--- src/design/assert_macros.svh ---
// Assertion macros shared by the design files.
`ifndef ASSERT_MACROS_SVH
`define ASSERT_MACROS_SVH

`ifndef NO_ASSERTIONS

// The consequent must hold in the same cycle as the antecedent.
`define ASSERT_IMPL(name, clk, rst_n, pre, post) \
    name: assert property (@(posedge clk) disable iff (!rst_n) (pre) |-> (post)) \
        else $error("same-cycle property violated");

// The consequent must hold in the cycle after the antecedent.
`define ASSERT_NEXT(name, clk, rst_n, pre, post) \
    name: assert property (@(posedge clk) disable iff (!rst_n) (pre) |=> (post)) \
        else $error("next-cycle property violated");

`else

`define ASSERT_IMPL(name, clk, rst_n, pre, post)
`define ASSERT_NEXT(name, clk, rst_n, pre, post)

`endif

`endif

--- src/design/pdrm_pkg.sv ---
`timescale 1ns / 1ps
// Shared types, codes and constants of the power domain refcount manager.
package pdrm_pkg;

    localparam int NUM_DOMAINS_DEF = 8;

    localparam int OP_W       = 2;
    localparam int MASK_W     = 9;
    localparam int RCOUNT_W   = 16;
    localparam int FMASK_W    = 8;
    localparam int STATUS_W   = 2;
    localparam int FAILED_W   = 4;
    localparam int CFG_IDX_W  = 2;
    localparam int CFG_DATA_W = 8;
    localparam int COUNT_W    = 32;
    localparam int S_TDATA_W  = 48;
    localparam int M_TDATA_W  = 16;

    localparam logic [OP_W-1:0] OP_GET   = 2'd0;
    localparam logic [OP_W-1:0] OP_PUT   = 2'd1;
    localparam logic [OP_W-1:0] OP_QUERY = 2'd2;

    localparam logic [STATUS_W-1:0] STS_OK        = 2'd0;
    localparam logic [STATUS_W-1:0] STS_INVALID   = 2'd1;
    localparam logic [STATUS_W-1:0] STS_FAULT     = 2'd2;
    localparam logic [STATUS_W-1:0] STS_UNDERFLOW = 2'd3;

    localparam logic [CFG_IDX_W-1:0] CFG_ENABLE      = 2'd0;
    localparam logic [CFG_IDX_W-1:0] CFG_RST_PENDING = 2'd1;
    localparam logic [CFG_IDX_W-1:0] CFG_REG_MASK    = 2'd2;

    localparam logic [FAILED_W-1:0] NO_DOMAIN = 4'd8;

    typedef enum logic [2:0] {
        ST_IDLE,
        ST_CHECK,
        ST_WALK,
        ST_ROLL,
        ST_FINISH
    } t_ctrl_state;

    typedef enum logic [1:0] {
        GADJ_NONE,
        GADJ_INC,
        GADJ_SUB,
        GADJ_DEC
    } t_gadj;

    typedef struct packed {
        logic  load;
        logic  walk;
        logic  roll;
        logic  emit;
        t_gadj gadj;
    } t_dp_cmd;

    typedef struct packed {
        logic do_walk;
        logic is_get;
        logic walk_end;
        logic roll_end;
        logic step_fail;
        logic out_free;
    } t_dp_stat;

endpackage

--- src/design/pdrm_ctrl.sv ---
`timescale 1ns / 1ps
// Sequencer that steps one request through check, domain walk, rollback and result.
module pdrm_ctrl (
    input  logic               i_clk,
    input  logic               i_rst_n,
    input  logic               i_in_valid,
    output logic               o_in_ready,
    input  pdrm_pkg::t_dp_stat i_stat,
    output pdrm_pkg::t_dp_cmd  o_cmd
);

    pdrm_pkg::t_ctrl_state r_state;
    pdrm_pkg::t_ctrl_state n_state;

    always_ff @(posedge i_clk) begin
        if (!i_rst_n) begin
            r_state <= pdrm_pkg::ST_IDLE;
        end else begin
            r_state <= n_state;
        end
    end

    always_comb begin
        n_state    = r_state;
        o_cmd      = '0;
        o_in_ready = 1'b0;
        case (r_state)
            pdrm_pkg::ST_IDLE: begin
                o_in_ready = 1'b1;
                if (i_in_valid) begin
                    o_cmd.load = 1'b1;
                    n_state    = pdrm_pkg::ST_CHECK;
                end
            end
            pdrm_pkg::ST_CHECK: begin
                if (i_stat.do_walk) begin
                    o_cmd.gadj = i_stat.is_get ? pdrm_pkg::GADJ_INC : pdrm_pkg::GADJ_SUB;
                    n_state    = pdrm_pkg::ST_WALK;
                end else begin
                    n_state = pdrm_pkg::ST_FINISH;
                end
            end
            pdrm_pkg::ST_WALK: begin
                if (i_stat.walk_end) begin
                    n_state = pdrm_pkg::ST_FINISH;
                end else begin
                    o_cmd.walk = 1'b1;
                    if (i_stat.step_fail) begin
                        n_state = pdrm_pkg::ST_ROLL;
                    end
                end
            end
            pdrm_pkg::ST_ROLL: begin
                if (i_stat.roll_end) begin
                    // A failed get gives back the global reference it took.
                    if (i_stat.is_get) begin
                        o_cmd.gadj = pdrm_pkg::GADJ_DEC;
                    end
                    n_state = pdrm_pkg::ST_FINISH;
                end else begin
                    o_cmd.roll = 1'b1;
                end
            end
            pdrm_pkg::ST_FINISH: begin
                if (i_stat.out_free) begin
                    o_cmd.emit = 1'b1;
                    n_state    = pdrm_pkg::ST_IDLE;
                end
            end
            default: begin
                n_state = pdrm_pkg::ST_IDLE;
            end
        endcase
    end

endmodule

--- src/design/pdrm_datapath.sv ---
`timescale 1ns / 1ps
// Counts, power bits, global count, per-domain action unit and result register.
module pdrm_datapath #(
    parameter int NUM_DOMAINS = pdrm_pkg::NUM_DOMAINS_DEF
) (
    input  logic                                i_clk,
    input  logic                                i_rst_n,
    input  logic                                i_cfg_we,
    input  logic [pdrm_pkg::CFG_IDX_W-1:0]      i_cfg_index,
    input  logic [pdrm_pkg::CFG_DATA_W-1:0]     i_cfg_wdata,
    input  logic [pdrm_pkg::OP_W-1:0]           i_operation,
    input  logic [pdrm_pkg::MASK_W-1:0]         i_domain_mask,
    input  logic [pdrm_pkg::RCOUNT_W-1:0]       i_release_count,
    input  logic [pdrm_pkg::FMASK_W-1:0]        i_resume_fail_mask,
    input  logic [pdrm_pkg::FMASK_W-1:0]        i_suspend_fail_mask,
    input  pdrm_pkg::t_dp_cmd                   i_cmd,
    output pdrm_pkg::t_dp_stat                  o_stat,
    input  logic                                i_out_ready,
    output logic                                o_out_valid,
    output logic [pdrm_pkg::STATUS_W-1:0]       o_status,
    output logic                                o_active,
    output logic [pdrm_pkg::FMASK_W-1:0]        o_powered_mask,
    output logic [pdrm_pkg::FAILED_W-1:0]       o_failed_domain
);

    localparam int CW = $clog2(NUM_DOMAINS + 1);
    localparam int IW = (NUM_DOMAINS > 1) ? $clog2(NUM_DOMAINS) : 1;
    localparam int CNT_W = pdrm_pkg::COUNT_W;
    localparam logic [32:0] ALL_MASK = 33'(1) << NUM_DOMAINS;

    // Configuration.
    logic                              r_cfg_enable;
    logic                              r_cfg_rst_pending;
    logic [pdrm_pkg::FMASK_W-1:0]      r_cfg_reg_mask;

    // Captured request.
    logic [pdrm_pkg::OP_W-1:0]         r_op;
    logic [pdrm_pkg::MASK_W-1:0]       r_mask;
    logic [pdrm_pkg::RCOUNT_W-1:0]     r_cnt;
    logic [pdrm_pkg::FMASK_W-1:0]      r_rfail;
    logic [pdrm_pkg::FMASK_W-1:0]      r_sfail;

    // Domain state.
    logic [CNT_W-1:0]                  r_count [NUM_DOMAINS];
    logic [NUM_DOMAINS-1:0]            r_powered;
    logic [CNT_W-1:0]                  r_global;

    // Walk bookkeeping.
    logic [CW-1:0]                     r_idx;
    logic [pdrm_pkg::FAILED_W-1:0]     r_failed;
    logic                              r_under;

    // Result register.
    logic                              r_out_valid;
    logic [pdrm_pkg::STATUS_W-1:0]     r_out_status;
    logic                              r_out_active;
    logic [pdrm_pkg::FMASK_W-1:0]      r_out_powered;
    logic [pdrm_pkg::FAILED_W-1:0]     r_out_failed;

    logic [NUM_DOMAINS-1:0]            w_sel;
    logic [NUM_DOMAINS-1:0]            w_reg;
    logic [NUM_DOMAINS-1:0]            w_rf;
    logic [NUM_DOMAINS-1:0]            w_sf;
    logic                              w_is_get;
    logic                              w_do_walk;
    logic [pdrm_pkg::STATUS_W-1:0]     w_pre_status;
    logic [pdrm_pkg::STATUS_W-1:0]     w_final_status;

    logic [CW-1:0]                     w_addr_full;
    logic [IW-1:0]                     w_addr;
    logic                              w_in_range;
    logic [CNT_W-1:0]                  w_cur;
    logic                              w_cur_pow;
    logic                              w_cur_sel;
    logic                              w_cur_reg;
    logic                              w_cur_rf;
    logic                              w_cur_sf;
    logic                              w_up;
    logic [CNT_W-1:0]                  w_amt;
    logic [CNT_W:0]                    w_sum;
    logic [CNT_W-1:0]                  w_sat;
    logic [CNT_W-1:0]                  w_diff;
    logic                              w_short;
    logic [CNT_W-1:0]                  w_new_count;
    logic                              w_new_pow;
    logic                              w_fail;
    logic                              w_under;
    logic                              w_apply;

    logic [CNT_W:0]                    w_delta;
    logic [CNT_W:0]                    w_gsum;
    logic [CNT_W-1:0]                  w_gnext;
    logic [31:0]                       w_powered32;

    // Per-domain mask views; the fail and register masks reach domains 0-7 only.
    always_comb begin
        logic        mask_all;
        logic [31:0] mask32;
        logic [31:0] reg32;
        logic [31:0] rf32;
        logic [31:0] sf32;
        mask_all = ({24'b0, r_mask} == ALL_MASK);
        mask32   = {23'b0, r_mask};
        reg32    = {24'b0, r_cfg_reg_mask};
        rf32     = {24'b0, r_rfail};
        sf32     = {24'b0, r_sfail};
        for (int i = 0; i < NUM_DOMAINS; i++) begin
            w_sel[i] = mask_all | mask32[i];
            w_reg[i] = reg32[i];
            w_rf[i]  = rf32[i];
            w_sf[i]  = sf32[i];
        end
    end

    assign w_is_get = (r_op == pdrm_pkg::OP_GET);

    // Request classification; for get and put, the enable check wins over the rest.
    always_comb begin
        w_pre_status = pdrm_pkg::STS_OK;
        w_do_walk    = 1'b0;
        case (r_op)
            pdrm_pkg::OP_GET, pdrm_pkg::OP_PUT: begin
                if (r_cfg_enable) begin
                    if ({24'b0, r_mask} > ALL_MASK) begin
                        w_pre_status = pdrm_pkg::STS_INVALID;
                    end else if (r_mask == '0) begin
                        w_pre_status = pdrm_pkg::STS_OK;
                    end else if (r_cfg_rst_pending) begin
                        w_pre_status = pdrm_pkg::STS_INVALID;
                    end else if (w_is_get || (r_cnt != '0)) begin
                        w_do_walk = 1'b1;
                    end
                end
            end
            pdrm_pkg::OP_QUERY: begin
                w_pre_status = pdrm_pkg::STS_OK;
            end
            default: begin
                w_pre_status = pdrm_pkg::STS_INVALID;
            end
        endcase
    end

    // Rollback works on the domain just below the index, in the opposite direction.
    assign w_addr_full = i_cmd.roll ? (r_idx - 1'b1) : r_idx;
    assign w_addr      = w_addr_full[IW-1:0];
    assign w_in_range  = (w_addr_full < CW'(NUM_DOMAINS));
    assign w_cur       = w_in_range ? r_count[w_addr] : '0;
    assign w_cur_pow   = w_in_range & r_powered[w_addr];
    assign w_cur_sel   = w_in_range & w_sel[w_addr];
    assign w_cur_reg   = w_in_range & w_reg[w_addr];
    assign w_cur_rf    = w_in_range & w_rf[w_addr];
    assign w_cur_sf    = w_in_range & w_sf[w_addr];
    assign w_up        = w_is_get ^ i_cmd.roll;
    assign w_amt       = w_is_get ? CNT_W'(1) : CNT_W'(r_cnt);
    assign w_sum       = {1'b0, w_cur} + {1'b0, w_amt};
    assign w_sat       = w_sum[CNT_W] ? '1 : w_sum[CNT_W-1:0];
    assign w_diff      = w_cur - w_amt;
    assign w_short     = (w_amt > w_cur);

    always_comb begin
        w_new_count = w_cur;
        w_new_pow   = w_cur_pow;
        w_fail      = 1'b0;
        w_under     = 1'b0;
        if (w_up) begin
            if (w_cur_pow) begin
                w_new_count = w_sat;
            end else if (w_cur_reg && w_cur_rf) begin
                // Failed power-up leaves the count as it was.
                w_fail = 1'b1;
            end else begin
                w_new_count = w_sat;
                w_new_pow   = 1'b1;
            end
        end else begin
            if (w_short) begin
                // Underflow clamps to zero and keeps the power state.
                w_new_count = '0;
                w_under     = 1'b1;
            end else begin
                w_new_count = w_diff;
                if ((w_diff == '0) && w_cur_pow) begin
                    if (w_cur_reg && w_cur_sf) begin
                        w_fail = 1'b1;
                    end else begin
                        w_new_pow = 1'b0;
                    end
                end
            end
        end
    end

    assign w_apply = w_cur_sel & (i_cmd.walk | i_cmd.roll);

    // Saturating global count update.
    always_comb begin
        case (i_cmd.gadj)
            pdrm_pkg::GADJ_INC: w_delta = (CNT_W + 1)'(1);
            pdrm_pkg::GADJ_DEC: w_delta = '1;
            pdrm_pkg::GADJ_SUB: w_delta = -(CNT_W + 1)'(r_cnt);
            default:            w_delta = '0;
        endcase
        w_gsum = {r_global[CNT_W-1], r_global} + w_delta;
        if (w_gsum[CNT_W] != w_gsum[CNT_W-1]) begin
            w_gnext = w_gsum[CNT_W] ? {1'b1, {(CNT_W - 1){1'b0}}}
                                    : {1'b0, {(CNT_W - 1){1'b1}}};
        end else begin
            w_gnext = w_gsum[CNT_W-1:0];
        end
    end

    always_comb begin
        if (!w_do_walk) begin
            w_final_status = w_pre_status;
        end else if (r_failed != pdrm_pkg::NO_DOMAIN) begin
            w_final_status = pdrm_pkg::STS_FAULT;
        end else if (r_under) begin
            w_final_status = pdrm_pkg::STS_UNDERFLOW;
        end else begin
            w_final_status = pdrm_pkg::STS_OK;
        end
    end

    assign w_powered32 = 32'(r_powered);

    // Request capture; payload only.
    always_ff @(posedge i_clk) begin
        if (i_cmd.load) begin
            r_op    <= i_operation;
            r_mask  <= i_domain_mask;
            r_cnt   <= i_release_count;
            r_rfail <= i_resume_fail_mask;
            r_sfail <= i_suspend_fail_mask;
        end
    end

    always_ff @(posedge i_clk) begin
        if (i_cmd.emit) begin
            r_out_status  <= w_final_status;
            r_out_active  <= ~r_global[CNT_W-1] & (r_global != '0);
            r_out_powered <= w_powered32[pdrm_pkg::FMASK_W-1:0];
            r_out_failed  <= r_failed;
        end
    end

    always_ff @(posedge i_clk) begin
        if (!i_rst_n) begin
            r_cfg_enable      <= 1'b1;
            r_cfg_rst_pending <= 1'b0;
            r_cfg_reg_mask    <= '0;
            for (int i = 0; i < NUM_DOMAINS; i++) begin
                r_count[i] <= CNT_W'(1);
            end
            r_powered   <= '1;
            r_global    <= CNT_W'(1);
            r_idx       <= '0;
            r_failed    <= pdrm_pkg::NO_DOMAIN;
            r_under     <= 1'b0;
            r_out_valid <= 1'b0;
        end else begin
            if (i_cfg_we) begin
                case (i_cfg_index)
                    pdrm_pkg::CFG_ENABLE:      r_cfg_enable      <= i_cfg_wdata[0];
                    pdrm_pkg::CFG_RST_PENDING: r_cfg_rst_pending <= i_cfg_wdata[0];
                    pdrm_pkg::CFG_REG_MASK:    r_cfg_reg_mask    <= i_cfg_wdata;
                    default: ;
                endcase
            end
            if (i_cmd.load) begin
                r_idx    <= '0;
                r_failed <= pdrm_pkg::NO_DOMAIN;
                r_under  <= 1'b0;
            end
            if (w_apply) begin
                r_count[w_addr]   <= w_new_count;
                r_powered[w_addr] <= w_new_pow;
                if (w_under) begin
                    r_under <= 1'b1;
                end
            end
            if (i_cmd.walk) begin
                // On a fault the index stays on the failing domain for the rollback.
                if (w_cur_sel && w_fail) begin
                    r_failed <= pdrm_pkg::FAILED_W'(r_idx);
                end else begin
                    r_idx <= r_idx + 1'b1;
                end
            end
            if (i_cmd.roll) begin
                r_idx <= r_idx - 1'b1;
            end
            if (i_cmd.gadj != pdrm_pkg::GADJ_NONE) begin
                r_global <= w_gnext;
            end
            if (i_cmd.emit) begin
                r_out_valid <= 1'b1;
            end else if (i_out_ready) begin
                r_out_valid <= 1'b0;
            end
        end
    end

    assign o_stat.do_walk   = w_do_walk;
    assign o_stat.is_get    = w_is_get;
    assign o_stat.walk_end  = (r_idx == CW'(NUM_DOMAINS));
    assign o_stat.roll_end  = (r_idx == '0);
    assign o_stat.step_fail = w_cur_sel & w_fail;
    assign o_stat.out_free  = ~r_out_valid | i_out_ready;

    assign o_out_valid     = r_out_valid;
    assign o_status        = r_out_status;
    assign o_active        = r_out_active;
    assign o_powered_mask  = r_out_powered;
    assign o_failed_domain = r_out_failed;

endmodule

--- src/design/power_domain_refcount_manager.sv ---
`timescale 1ns / 1ps
// Top level of the power domain refcount manager.
//
//  Channel   Direction  Carries
//  s_axis    in         tuser[1:0] operation; tdata domain mask, release count, fail masks
//  m_axis    out        tuser[1:0] status; tdata active, powered mask, failed domain
//  cfg       in         write enable, register index, 8-bit write data
//
// One request is in flight at a time. Query, invalid and no-op requests go from the check
// straight to the result; a walk request steps through every domain, and a fault adds a
// rollback. The walk visits one domain per cycle through a single action unit.
// A finished result waits in the output register while the next request is accepted.
// Reset is synchronous: all counts and the global count go to one, all domains powered.
`include "assert_macros.svh"

module power_domain_refcount_manager #(
    parameter int NUM_DOMAINS = pdrm_pkg::NUM_DOMAINS_DEF
) (
    input  logic                               i_clk,
    input  logic                               i_rst_n,
    input  logic                               i_cfg_we,
    input  logic [pdrm_pkg::CFG_IDX_W-1:0]     i_cfg_index,
    input  logic [pdrm_pkg::CFG_DATA_W-1:0]    i_cfg_wdata,
    input  logic                               i_s_axis_tvalid,
    output logic                               o_s_axis_tready,
    // [8:0] domain_mask, [24:9] release_count, [32:25] resume_fail_mask,
    // [40:33] suspend_fail_mask, [47:41] zero
    input  logic [pdrm_pkg::S_TDATA_W-1:0]     i_s_axis_tdata,
    // [1:0] operation
    input  logic [pdrm_pkg::OP_W-1:0]          i_s_axis_tuser,
    output logic                               o_m_axis_tvalid,
    input  logic                               i_m_axis_tready,
    // [0] active, [8:1] powered_mask, [12:9] failed_domain, [15:13] zero
    output logic [pdrm_pkg::M_TDATA_W-1:0]     o_m_axis_tdata,
    // [1:0] status
    output logic [pdrm_pkg::STATUS_W-1:0]      o_m_axis_tuser
);

    pdrm_pkg::t_dp_cmd                 w_cmd;
    pdrm_pkg::t_dp_stat                w_stat;
    logic                              w_active;
    logic [pdrm_pkg::FMASK_W-1:0]      w_powered;
    logic [pdrm_pkg::FAILED_W-1:0]     w_failed;

    pdrm_ctrl u_ctrl (
        .i_clk      (i_clk),
        .i_rst_n    (i_rst_n),
        .i_in_valid (i_s_axis_tvalid),
        .o_in_ready (o_s_axis_tready),
        .i_stat     (w_stat),
        .o_cmd      (w_cmd)
    );

    pdrm_datapath #(
        .NUM_DOMAINS (NUM_DOMAINS)
    ) u_datapath (
        .i_clk               (i_clk),
        .i_rst_n             (i_rst_n),
        .i_cfg_we            (i_cfg_we),
        .i_cfg_index         (i_cfg_index),
        .i_cfg_wdata         (i_cfg_wdata),
        .i_operation         (i_s_axis_tuser),
        .i_domain_mask       (i_s_axis_tdata[8:0]),
        .i_release_count     (i_s_axis_tdata[24:9]),
        .i_resume_fail_mask  (i_s_axis_tdata[32:25]),
        .i_suspend_fail_mask (i_s_axis_tdata[40:33]),
        .i_cmd               (w_cmd),
        .o_stat              (w_stat),
        .i_out_ready         (i_m_axis_tready),
        .o_out_valid         (o_m_axis_tvalid),
        .o_status            (o_m_axis_tuser),
        .o_active            (w_active),
        .o_powered_mask      (w_powered),
        .o_failed_domain     (w_failed)
    );

    assign o_m_axis_tdata = {3'b000, w_failed, w_powered, w_active};

    // An accepted beat keeps the input closed until its result is written into the output register.
    `ASSERT_NEXT(a_busy_after_accept, i_clk, i_rst_n,
                 i_s_axis_tvalid && o_s_axis_tready, !o_s_axis_tready)
    // A result is only written into a free output register.
    `ASSERT_IMPL(a_emit_into_free_slot, i_clk, i_rst_n, w_cmd.emit, w_stat.out_free)
    // The sequencer issues at most one of load, walk, rollback and emit per cycle.
    `ASSERT_IMPL(a_single_step, i_clk, i_rst_n, 1'b1,
                 $onehot0({w_cmd.load, w_cmd.walk, w_cmd.roll, w_cmd.emit}))
    // A reported failing domain is one of the first eight, or none.
    `ASSERT_IMPL(a_failed_in_range, i_clk, i_rst_n, o_m_axis_tvalid,
                 w_failed <= pdrm_pkg::NO_DOMAIN)

endmodule
--- config.mk ---
export PLATFORM = sky130hd
export DESIGN_NAME = power_domain_refcount_manager
export DESIGN_NICKNAME = d
export VERILOG_FILES = /design/src/design/pdrm_pkg.sv /design/src/design/pdrm_ctrl.sv /design/src/design/pdrm_datapath.sv /design/src/design/power_domain_refcount_manager.sv
export VERILOG_INCLUDE_DIRS = /design/src /design/src/design
export SDC_FILE = /design/constraint.sdc
export NUM_CORES = 1
export LEC_CHECK = 0
export BUFFER_PORTS_ARGS = -buffer_cell sky130_fd_sc_hd__buf_2
export CAP_MARGIN = 20
export CORE_MARGIN = 2
export CORE_UTILIZATION = 57
export CTS_BUF_LIST = sky130_fd_sc_hd__clkbuf_8 sky130_fd_sc_hd__clkbuf_16
export CTS_CLUSTER_DIAMETER = 30
export DETAILED_ROUTE_END_ITERATION = 16
export PLACE_DENSITY_LB_ADDON = 0.15
export SLEW_MARGIN = 15
export SYNTH_ARGS = -nofsm -noshare
export SYNTH_HDL_FRONTEND = slang
export SYNTH_SLANG_ARGS = --single-unit
export TNS_END_PERCENT = 5
--- constraint.sdc ---
create_clock -name i_clk -period 7.25 [get_ports i_clk]
set_input_delay 0.3625 -clock i_clk [delete_from_list [all_inputs] [get_ports i_clk]]
set_output_delay 0.3625 -clock i_clk [all_outputs]
set_load 0.1 [all_outputs]
# After elaboration in Yosys (flattened, before gate mapping)
# Memories as Yosys holds them, arrays and structs flattened.
# Cells that the tools add are included.
# totals
memories,1
register_bits,121
romBits,0
latch_bits,0
ram_bits,256
word_cells,185
input_bits,65
# memory_table
memory,words,word_bits,read_ports,rd_clocked_by_memory_dff,write_ports,line_no,text
u_datapath.r_count,8,32,1,0,8,pdrm_datapath.sv:44,logic [CNT_W-1:0] r_count [NUM_DOMAINS];
# op_classes
reduce_logical,22
n_lt_le_gt_ge,5
div,0
addsub,6
n_bitwise,21
n_eq_ne,19
shift,0
n_mux,92
n_mul,0
# op_table
cell,count
$mux W32,9
$pmux W33 S3,1
$mux W1,46
$add A32 B32 Y33,1
$add A33 B33 Y33,1
$neg A16 Y33,1
$gt A32 B32 Y1,1
$logic_not A32 Y1,1
$mux W4,8
$reduce_bool A32 Y1,1
$reduce_or A32 Y1,1
$sub A32 B32 Y32,1
$mux W3,7
$mux W2,10
$mux W16,1
$reduce_bool A16 Y1,1
$bmux W1 S3,5
$pmux W3 S5,1
$or A1 B1 Y1,10
$eq A9 B9 Y1 const B,1
$gt A9 B9 Y1 const B,1
$logic_not A9 Y1,1
$and A1 B1 Y1,8
$bwmux W8,1
29 further kinds,46

# Depth between registers and ports, before layout
# depth
depth_word,16
ltp_mapped,35
mapped_depth_nobuf,30

# Cells and area by module
# Synthesis repeated with hierarchy kept, for this count alone.
# hier_totals
hier_cells,2365
area_unflattened_um2,22984.5
# modules_own_cells
mod,area_each_um2,instances,cells_per_inst
pdrm_datapath,22628.0,1,2323
pdrm_ctrl,322.8,1,37
power_domain_refcount_manager,33.8,1,5

# Worst setup path after synthesis
# OpenSTA, ideal clock, no wires.
# synth_timing
path_kind,reg-to-reg
startpoint,reg u_datapath.r_cnt[0] (netlist bit)
endpoint,reg u_datapath.r_global[12]
path_buffers,2
arrival_time_ps,6786
stages_incl_launch_ff,30
path_slack_ps,378
period_less_slack_ps,6872
t_required_ps,7164
path_cell_list,edfxtp_1 > inv_1 > ha_1 > nand2_1 > or3_1 > or4_1 > or4_1 > o41ai_2 > nor4b_1 > nand2_1 > a21boi_1 > clkbuf_1 > buf_1 > a21oi_1 > ha_1 > and2_1 > a22oi_1 > nand2_1 > a21o_1 > a21oi_1 > or2_2 > o31ai_1 > o211ai_1 > a31oi_1 > a221oi_1 > a31oi_1 > xnor2_1 > inv_1 > maj3_1 > a211oi_1
# synth_between
elab_chain_len,15
# synth_lines
item,line_no,text
"start, declared",pdrm_datapath.sv:39,logic [pdrm_pkg::RCOUNT_W-1:0] r_cnt;
"start signal, assigned",pdrm_datapath.sv:232,r_cnt <= i_release_count;
$reduce_bool A16 Y1,pdrm_datapath.sv:130,end else if (w_is_get || (r_cnt != '0)) begin
$logic_or A1 B1 Y1,pdrm_datapath.sv:130,
$mux W1,pdrm_datapath.sv:130,
$mux W1,pdrm_datapath.sv:128,end else if (r_cfg_rst_pending) begin
$mux W1,pdrm_datapath.sv:126,end else if (r_mask == '0) begin
$mux W1,pdrm_datapath.sv:124,"if ({24'b0, r_mask} > ALL_MASK) begin"
$mux W1,pdrm_datapath.sv:123,if (r_cfg_enable) begin
$mux W1,pdrm_datapath.sv:121,case (r_op)
$mux W2,pdrm_ctrl.sv:36,if (i_stat.do_walk) begin
$pmux W2 S2,pdrm_ctrl.sv:27,case (r_state)
$eq A2 B2 Y1 or $eq A2 B1 Y1 (tied branches),pdrm_datapath.sv:198,case (i_cmd.gadj)
$pmux W33 S3,pdrm_datapath.sv:198,
$add A33 B33 Y33,pdrm_datapath.sv:204,"w_gsum = {r_global[CNT_W-1], r_global} + w_delta;"
$mux W32 or $ne A1 B1 Y1 (tied branches),"pdrm_datapath.sv:206, pdrm_datapath.sv:205",
$mux W32,pdrm_datapath.sv:205,if (w_gsum[CNT_W] != w_gsum[CNT_W-1]) begin
"end signal, assigned",pdrm_datapath.sv:294,r_global <= w_gnext;
"end, declared",pdrm_datapath.sv:46,logic [CNT_W-1:0] r_global;
# Parallel ways exist; a longest one is shown, timed or not.
# A chain may end at the register's enable or synchronous reset.

# Worst setup path in the final report
# layout_timing
startpoint,reg u_datapath.r_idx[0]
endpoint,reg u_ctrl.r_state[2]
# layout_between
elab_chain_len,15
# layout_lines
item,line_no,text
"start, declared",pdrm_datapath.sv:49,logic [CW-1:0] r_idx;
"start signal, assigned",pdrm_datapath.sv:287,r_idx <= r_idx + 1'b1;
"start signal, assigned",pdrm_datapath.sv:291,r_idx <= r_idx - 1'b1;
"parallel branches: the longest is 15 deep, another holds $mem_v2 Z8 W32",n/a,
"end signal, assigned",pdrm_ctrl.sv:17,r_state <= pdrm_pkg::ST_IDLE;
"end signal, assigned",pdrm_ctrl.sv:19,r_state <= n_state;
"end, declared",pdrm_ctrl.sv:12,pdrm_pkg::t_ctrl_state r_state;
# Several ways; the timed one is not identified. The select of a mux whose other input is x is not followed.

==> results.cfg <==
[pwr]
worst_ir_drop_vdd_mv = 0.312
clock_power_share = 0.545
p_int_mw = 5.32
p_comb_frac = 0.108
p_sw_frac = 0.250
p_leak_nw = 10.6
power_density_nw_per_um2 = 262
switchingPower_mw = 1.78
total_power_mw = 7.09
p_seq_frac = 0.348

[drt]
ant_nets = 0
drt_iter0_markers = 2009
wirelength_um = 76900
avgRoutedWirePerCell_um = 25.1
vias_per_cell = 6.52
dr.pass1.iters = 6
drc = 0
routed-via-count = 20000

[placed_design]
post-place-ws_ps = -49.7
hpwl_um = 50700
gp_congestion = 1.01
port_buffers = 74

[clock_tree]
cts_tree = built
numCtsBuffers = 83
clock-sinks = 377
cts_root_buffer = clkbuf_16
clk_pin_slew_ps = 50
ctsHtreeMaxLevel = 3
clk_latency_ps = 610
clk_path_buf_depth = 3

[logic_synthesis]
netlist_top_cells_area = edfxtp_1, nor2_1, dfxtp_1
syn_area_um2 = 21900
synth_cell_types = 113
async_flop_share = 0
syn_area_per_cell_um2 = 9.67
synth.largest_area_cell = edfxtp_1
synth_enable_flop_cells = 314
ys.flop_type = edfxtp_1
ys_seq_area_frac = 0.487
ys_ff_latch = 377
yosys_warnings = 0
synth_top_area_frac = 0.430
synthCells = 2270

[worst_hold_path]
hp-class = primary input to flip-flop

[critical_path]
cpPeakStageDelay_ps = 550
required_ps = 7740
cp-end-kind = flip-flop
critPathArrivalTime_ps = 7550
crit_type = flip-flop to flip-flop
start_kind = flip-flop
slowest_stage = o21ai_2
critPathMaxFanout = 13
cp_common_cell = buf_4

[cells_and_area]
final_common_cell = nor2_1
drive_above_1_share = 0.180
syn2layout_area_growth_pct = 23.4
nets = 2621
final_cell_mix = nor2_1, edfxtp_1, nand2_1

[sta]
slew_violations = 0
setup_slack_ps = 191
period_share = 0.974
relSlewSlack = 0.264
rsz0062_at_grt = yes
setup-tns-final_ps = 0
fin_skew_ps = 15.2
fmaxAchievable_mhz = 142
fin_crit_ps = 7060
hold_viol = 0
worst_pin_slew_ps = 1100
setup_viol = 0

[global_route]
antenna_found_initial = 2
grt_max_degree = 53
grt_util_all_layers = 0.381
first_global_vias = 19900
grt_first_pass_wirelength_um = 117000
grt_overflow = 0

[floorplan]
io-pin-count = 85
fp.dieW_um = 200
initial_utilization = 0.581
die_h_um = 200
die_area_um2 = 40100
num_rows = 71
fp.coreArea_um2 = 37800

[status]
status = finished, final reports clean

[job]
max-cap-violations = 0
[power by group through the flow]
stage	clock network [mW]	logic, mW	registers, mW
floorplan	0	0.449	2.50
global placement	0	0.706	2.50
detailed placement	0	0.712	2.50
CTS	3.88	0.738	2.47
global route	3.99	0.817	2.47
finish	3.86	0.763	2.47
[cells by family after synthesis]
family / share of synthesized area
compound gates: 0.183
xor+xnor: 0.0359
fa+ha+maj: 0.0439
buf+inv: 0.0399
flops: 0.487
mux: 0.0204
other cells: 0.000171
simple gates: 0.190
[critical path, delay by kind of cell, from the launching register on]
family	cells	cell delay (ps)
and+or+nand+nor	10	2460
AOI/OAI and AO/OA	9	2430
buffers and inverters	5	1260
adders and majority gates	2	470
DFF	1	310
[path summary, 6_finish.rpt]
check                                        from                                         to  slack [ps]  depth (start not counted)
min reg2reg  u_datapath.r_powered[5]$_SDFFE_PN1P_     u_datapath.o_powered_mask[5]$_DFFE_PP_         460                          0
max reg2reg        u_datapath.r_idx[0]$_SDFF_PN0_             u_ctrl.r_state[2]$_SDFFE_PN0P_         190                         26
max                u_datapath.r_idx[0]$_SDFF_PN0_             u_ctrl.r_state[2]$_SDFFE_PN0P_         190                         26
min                                i_cfg_wdata[4]  u_datapath.r_cfg_reg_mask[4]$_SDFFE_PN0P_          20                          3
[Yosys cell counts (all sizes together) (15+ instances only)]
cell / n
a31oi: 32
nand3: 66
nor3: 45
edfxtp: 314
a221oi: 18
a21oi: 155
xnor2: 67
buf: 45
a211oi: 36
nand2b: 25
o21ai: 135
inv: 77
or3: 16
a211o: 16
ha: 69
clkbuf: 82
nand4: 26
nor4: 27
nand2: 168
o22ai: 31
a21o: 18
xor2: 23
mux2i: 35
nor2: 416
and3: 17
o211ai: 17
dfxtp: 63
and2: 15
[routing by layer]
layer  share of wire  GRT usage  vias to the layer above  wire length, µm
met1            0.38      0.486                     9600            29400
met3            0.11     0.0927                      276             8550
met4           0.052      0.198                        2             4010
met2            0.45      0.604                     1232            34900
li1                -          -                     8848                -
met5         0.00017          0                        -               13
[state kept, by name (all words and copies together) (netlist names)]
| name | cells |
|---|---|
| u_ctrl.r_state | 3 |
| u_datapath.o_active | 1 |
| u_datapath.o_failed_domain | 4 |
| u_datapath.o_out_valid | 1 |
| u_datapath.o_powered_mask | 8 |
| u_datapath.o_status | 2 |
| u_datapath.r_cfg_enable | 1 |
| u_datapath.r_cfg_reg_mask | 8 |
| u_datapath.r_cfg_rst_pending | 1 |
| u_datapath.r_cnt | 16 |
| u_datapath.r_count | 256 |
| u_datapath.r_failed | 4 |
| u_datapath.r_global | 32 |
| u_datapath.r_idx | 4 |
| u_datapath.r_mask | 9 |
| u_datapath.r_op | 2 |
| u_datapath.r_powered | 8 |
| u_datapath.r_rfail | 8 |
| u_datapath.r_sfail | 8 |
| u_datapath.r_under | 1 |
[repair_timing]
item,CTS,global route
resized for setup,4,28
hold buffers,44,0
buffers inserted,0,1
pin swaps,0,1
hold endpoints to repair,44,0
endpoints found under the setup margin,13,162
[through the flow]
stage,hold WS (ps),std cells,cell area (µm²),utilization
finish,24.7,3063,27100,0.717
global route,27.2,3063,27100,0.717
CTS,4.30,3060,26900,0.713
detailed placement,450,2864,23600,0.624
global placement,442,2864,23600,0.624
floorplan,422,2272,21900,-
[cell type report]
cell class	count	area [µm²]
Timing Repair Buffer	254	1900
Tap cell	511	639
Sequential cell	377	10700
Inverter	79	297
Multi-Input combinational cell	1689	10600
Fill cell	2704	10700
Clock buffer	91	2220
Antenna cell	1	2.50
Clock inverter	61	686
No activity file was read; power rests on OpenSTA's default activity.
